--- src/sv/gpa_pkg.sv ---
`default_nettype none

package gpa_pkg;

  localparam int DATA_W = 32;
  localparam int ROWS   = 3;
  localparam int COLS   = 4;
  localparam int TERMS  = 3;

  localparam logic [1:0] ROW_LAST = 2'd2;

  // gate_mode codes
  localparam logic [1:0] GATE_FINE   = 2'd0;
  localparam logic [1:0] GATE_COARSE = 2'd1;
  localparam logic [1:0] GATE_HOLD   = 2'd2;

  localparam logic signed [DATA_W-1:0] SAT_MAX = {1'b0, {(DATA_W-1){1'b1}}};
  localparam logic signed [DATA_W-1:0] SAT_MIN = {1'b1, {(DATA_W-1){1'b0}}};

  typedef struct packed {
    logic mul_en;
    logic acc_load;
    logic acc_add;
  } gpa_lane_ctrl_t;

endpackage

`default_nettype wire

--- src/sv/gpa_lane.sv ---
`default_nettype none

module gpa_lane import gpa_pkg::*; #(
  parameter int FRAC_BITS = 16
) (
  input  logic                     clk,
  input  gpa_lane_ctrl_t           ctrl,
  input  logic signed [DATA_W-1:0] op_a,
  input  logic signed [DATA_W-1:0] op_b,
  input  logic signed [DATA_W-1:0] offset,
  output logic signed [DATA_W-1:0] result
);

  localparam int PROD_W = 2 * DATA_W;
  localparam int ACC_W  = PROD_W + 2;
  localparam logic signed [ACC_W-1:0] HALF = ACC_W'(1) <<< (FRAC_BITS - 1);

  logic signed [PROD_W-1:0]   prod;
  logic signed [ACC_W-1:0]    acc;
  logic signed [ACC_W-1:0]    sum;
  logic signed [ACC_W-1:0]    scaled;
  logic [ACC_W-DATA_W:0]      hi;

  always_ff @(posedge clk) begin
    if (ctrl.mul_en) begin
      prod <= PROD_W'(op_a) * PROD_W'(op_b);
    end
    // Seed with the offset and the rounding half, then add the remaining terms.
    if (ctrl.acc_load) begin
      acc <= (ACC_W'(offset) <<< FRAC_BITS) + HALF + ACC_W'(prod);
    end else if (ctrl.acc_add) begin
      acc <= acc + ACC_W'(prod);
    end
  end

  assign sum    = acc + ACC_W'(prod);
  assign scaled = sum >>> FRAC_BITS;
  assign hi     = scaled[ACC_W-1:DATA_W-1];

  always_comb begin
    if ((&hi) || !(|hi)) begin
      result = scaled[DATA_W-1:0];
    end else if (scaled[ACC_W-1]) begin
      result = SAT_MIN;
    end else begin
      result = SAT_MAX;
    end
  end

endmodule

`default_nettype wire

--- config.mk ---
export PLATFORM = sky130hd
export DESIGN_NAME = gpa_lane
export DESIGN_NICKNAME = d
export VERILOG_FILES = /design/src/sv/gpa_pkg.sv /design/src/sv/gpa_lane.sv
export SDC_FILE = /design/constraint.sdc
export NUM_CORES = 2
export LEC_CHECK = 0
export ABC_AREA = 1
export CAP_MARGIN = 20
export CORE_ASPECT_RATIO = 0.9
export CORE_MARGIN = 2
export CORE_UTILIZATION = 48
export CTS_CLUSTER_DIAMETER = 100
export DETAILED_ROUTE_END_ITERATION = 7
export DONT_BUFFER_PORTS = 1
export PLACE_DENSITY_LB_ADDON = 0.3
export SETUP_SLACK_MARGIN = 0.3
export SYNTH_ARGS = -nofsm -noshare
export SYNTH_HDL_FRONTEND = slang
export SYNTH_SLANG_ARGS = --single-unit
export TNS_END_PERCENT = 5
--- constraint.sdc ---
create_clock -name clk -period 11.2 [get_ports clk]
set_clock_uncertainty 0.2 [all_clocks]
set_input_delay 1.12 -clock clk [delete_from_list [all_inputs] [get_ports clk]]
set_output_delay 1.12 -clock clk [all_outputs]
set_load 0.03 [all_outputs]
Yosys cells after proc, flatten, opt, wreduce, memory -nomap -nowiden --
Index checks and enable logic that the tools add are counted.
Cells by class: $add $sub $neg 3, multiply operators 1, multiplexer cells 4, reduce and logical (&&, ||, !) cells 5
Operators with widths (count):
- 66-bit 2-to-1 mux | 2
- 66-bit by 64-bit adder with 66-bit output | 1
- 49-bit by 64-bit adder with 65-bit output | 1
- 32-bit by 32-bit multiplier with 64-bit output | 1
- 32-bit 2-to-1 mux | 2
- 48-bit by 17-bit adder with 49-bit output (second input constant) | 1
- 19-bit AND reduction | 1
- 19-bit OR reduction | 1
- 2-bit nonzero test | 1
- 1-bit zero test | 1
- 1-bit logical OR | 1
Word-level totals: bits in registers 130, input port bits 100, output and inout bits 32, word-level logic and storage cells 15

Longest topological paths before layout --
word-level depth 5, mapped depth 33, mapped depth without buffers 31

Worst setup path after synthesis --
No wires, ideal clock.
kind input to register, start input port op_a[31], end register prod[62], data pin, library setup time 260 ps, data arrival time 7710 ps, required time 10740 ps, setup slack 3031 ps, cell stages on the path 28, buffers on the path 1, cell sequence clkbuf_1 -> nand2_1 -> inv_1 -> fa_1 -> inv_1 -> fa_1 -> inv_1 -> fa_1 -> fa_1 -> inv_1 -> fa_1 -> inv_1 -> fa_1 -> inv_1 -> fa_1 -> inv_1 -> fa_1 -> ha_1 -> nand2_1 -> nor2_1 -> inv_1 -> nor2_1 -> inv_1 -> nor2_1 -> nand3_1 -> nand2_1 -> a21boi_0 -> xnor2_1
On the way: cells in the longest elaborated chain, start to end 1
RTL lines:
- start: declaration | RTL line gpa_lane.sv:8 | input logic signed [DATA_W-1:0] op_a,
- 32-bit by 32-bit multiplier with 64-bit output | RTL line gpa_lane.sv:26 | prod <= PROD_W'(op_a) * PROD_W'(op_b);
- end signal: assignment | RTL line gpa_lane.sv:26
- end: declaration | RTL line gpa_lane.sv:18 | logic signed [PROD_W-1:0] prod;
Every way passes these cells. A chain may end at the register's enable or synchronous reset.

Worst setup path after layout --
start input port op_b[2], end register prod[61], data pin
On the way: cells in the longest elaborated chain, start to end 1
RTL lines:
- start: declaration | RTL line gpa_lane.sv:9 | input logic signed [DATA_W-1:0] op_b,
- 32-bit by 32-bit multiplier with 64-bit output | RTL line gpa_lane.sv:26
Every way passes these cells.

==> run metrics <==
status=finished clean; Worst R2R Path Depth=10; area occupied by multi-input gates=0.0390 mm^2; Antenna Violating Nets Remaining=0; total global routing track utilization=0.289; syn avg cell area=7.55 um^2; root buf cell=clkbuf_16; Hold EP=acc[7]; max-cap violations=0; total gr overflow=0; crit path DAT=8240 ps; min-delay src=prod[7]; I/O Pins=132; crit path capture type=flop; full die area=0.109 mm^2; worst-case clock buffer depth=2; Hold Path Class=flop to flop; worst skew pair latency=470 ps; startpoint types=input port; number of enable flip-flop cells after synthesis=130; Total Nets Final=8053; final setup TNS=0 ps; fillcell total=10400; reg-to-reg critical path startpoint=prod[22]; DR vias/cell=5.15; most frequent cells in the layout=nand2_1, inv_1, fa_1; Core Rows=113; Post-synth top flop=edfxtp_1; final hold viol count=0; initial antenna violation count=0; TritonCTS buffer count=17; vias in the first global route=42800; asr flop ratio synth=0; FMAX=121 MHz; Syn Nets=8243; crit path time final=8230 ps; Post-CTS Setup Bufs=0; area grow syn2layout=2.95%; YS warnings=0; # setup viols final=0; Crit Path Category=input port to flop; Unique masters post-synth=42; 1st-pass router iterations=6; antenna diode count=0; largest net degree at the start of global routing=67; # hold bufs at CTS=0; Seq/Total Area, Yosys=0.0765; worst slew pin tran=1080 ps; RSZ-0062 raised after global routing=no; reg2reg end=acc[34]; flop2flop setup slack=7600 ps; WL per Instance=19.3 um; final instance area=0.0525 mm^2; register area=0.00390 mm^2; post_cts resized=0; Slew headroom=0.276; core area=0.105 mm^2; DRT iter0 DRCs=3335; commonest non-fill, non-tap cell in the layout=nand2_1; global-route wire length before repair=244000 um; GPL Wtd Cong=0.979; Detail Placement HPWL=131000 um; final WL=154000 um; register bit total from synthesis=130; Die Y=313 um; Initial Utilization=0.484; drt drc=0; H-tree depth=4; fraction of layout cells with a size suffix above 1=0.0156; dpl cell area=0.0519 mm^2; Worst Path Max Fanout=32; die width=348 um; WP data required=11210 ps; Num Clock Sinks=130; Util after Layout=0.498; Min Hold Slack=362 ps; clk slew on worst S/H paths=70 ps; mapped cell area=0.0510 mm^2; CTS tree=built; Post-Syn Instances=6762; part of the cycle the worst path needs=0.735; Slew Limit Fails=0; hold-critical path depth=2; Port-buffer cells=0; via count=41000
-- cells by family (layout without fill, tap and decap cells) --
| family | after synthesis | after routing | synth area share |
|---|---|---|---|
| adders and majority gates | 1381 | 1381 | 0.498 |
| AOI/OAI and AO/OA | 452 | 452 | 0.0483 |
| DFF | 130 | 130 | 0.0765 |
| and+or+nand+nor | 2514 | 2514 | 0.195 |
| xor gates and xnor gates | 137 | 137 | 0.0235 |
| buffers and inverters | 2148 | 1971 | 0.159 |
-- critical path, stage by stage --
cell,delay (ps)
nand2_1,90
inv_1,90
fa_1,610
fa_1,470
fa_1,720
fa_1,990
inv_1,390
fa_1,580
inv_1,50
fa_1,480
fa_1,490
inv_1,50
fa_1,490
inv_1,40
ha_1,350
a21oi_1,210
inv_1,60
a31oi_1,210
o21ai_0,100
a21oi_1,300
o21ai_0,150
xor2_1,160
-- cell usage after synthesis, types with 2 or more instances --
| cell type | instances | area (um^2) |
|---|---|---|
| a21boi_0 | 6 | 45.0 |
| nand2_2 | 13 | 81.3 |
| inv_2 | 3 | 11.3 |
| nor4_1 | 13 | 81.3 |
| ha_1 | 297 | 3720 |
| or2_2 | 26 | 163 |
| o31ai_1 | 2 | 15.0 |
| nand3_2 | 5 | 50.1 |
| inv_1 | 1931 | 7250 |
| nor3_2 | 2 | 20.0 |
| xnor2_1 | 59 | 517 |
| o21ai_0 | 153 | 766 |
| o221a_2 | 2 | 22.5 |
| xor2_1 | 78 | 683 |
| a31oi_1 | 29 | 181 |
| o211ai_1 | 5 | 37.5 |
| clkbuf_1 | 205 | 769 |
| o21bai_1 | 13 | 97.6 |
| buf_1 | 3 | 11.3 |
| and2_1 | 4 | 25.0 |
| a21oi_1 | 206 | 1030 |
| nor2_1 | 290 | 1090 |
| o21a_1 | 12 | 90.1 |
| nor2_2 | 12 | 75.1 |
| nand4_1 | 14 | 87.6 |
| nor3_1 | 23 | 115 |
| buf_6 | 6 | 67.6 |
| nand3b_1 | 4 | 30.0 |
| edfxtp_1 | 130 | 3900 |
| o22ai_1 | 3 | 18.8 |
| fa_1 | 1084 | 21700 |
| a21o_1 | 17 | 128 |
| nand3_1 | 123 | 616 |
| and3_1 | 10 | 62.6 |
| nand2_1 | 1972 | 7400 |
-- routing by layer --
layer | track usage | routed length, um | part of all wire
met1 | 0.407 | 67900 | 0.44
met3 | 0.0501 | 12700 | 0.083
met4 | 0.0606 | 3010 | 0.020
met5 | 0 | 0 | 0
met2 | 0.469 | 69900 | 0.46
-- flip-flops by register name, summed over array words and instances, names as in the netlist --
name / flops
prod: 64
acc: 66
-- layout make-up --
| class | instances | share of cell area |
|---|---|---|
| Multi-Input combinational cell | 4484 | 0.743 |
| Clock inverter | 15 | 0.00322 |
| Inverter | 1934 | 0.138 |
| Timing Repair Buffer | 5 | 0.000667 |
| Sequential cell | 130 | 0.0743 |
| Tap cell | 1380 | 0.0329 |
| Clock buffer | 17 | 0.00810 |
-- stage by stage --
stage / setup WS [ps] / std cells
final: 2970 / 7965
after global routing: 2510 / 7965
after CTS: 2950 / 7965
after detailed placement: 2470 / 7933
after global placement: 2550 / 7932
after floorplan: 3030 / 6762
-- worst max-delay path by stage --
stage | from | end | depth (start not counted)
after floorplan | op_a[31] | prod[62] | 28
after global placement | op_b[2] | prod[61] | 22
after detailed placement | op_b[2] | prod[61] | 22
after CTS | op_b[2] | prod[61] | 22
after global routing | op_b[2] | prod[61] | 22
final | op_b[2] | prod[61] | 22
Power is not shown: default switching activity piles up to over one toggle a cycle in this logic, so the estimate is an artifact.
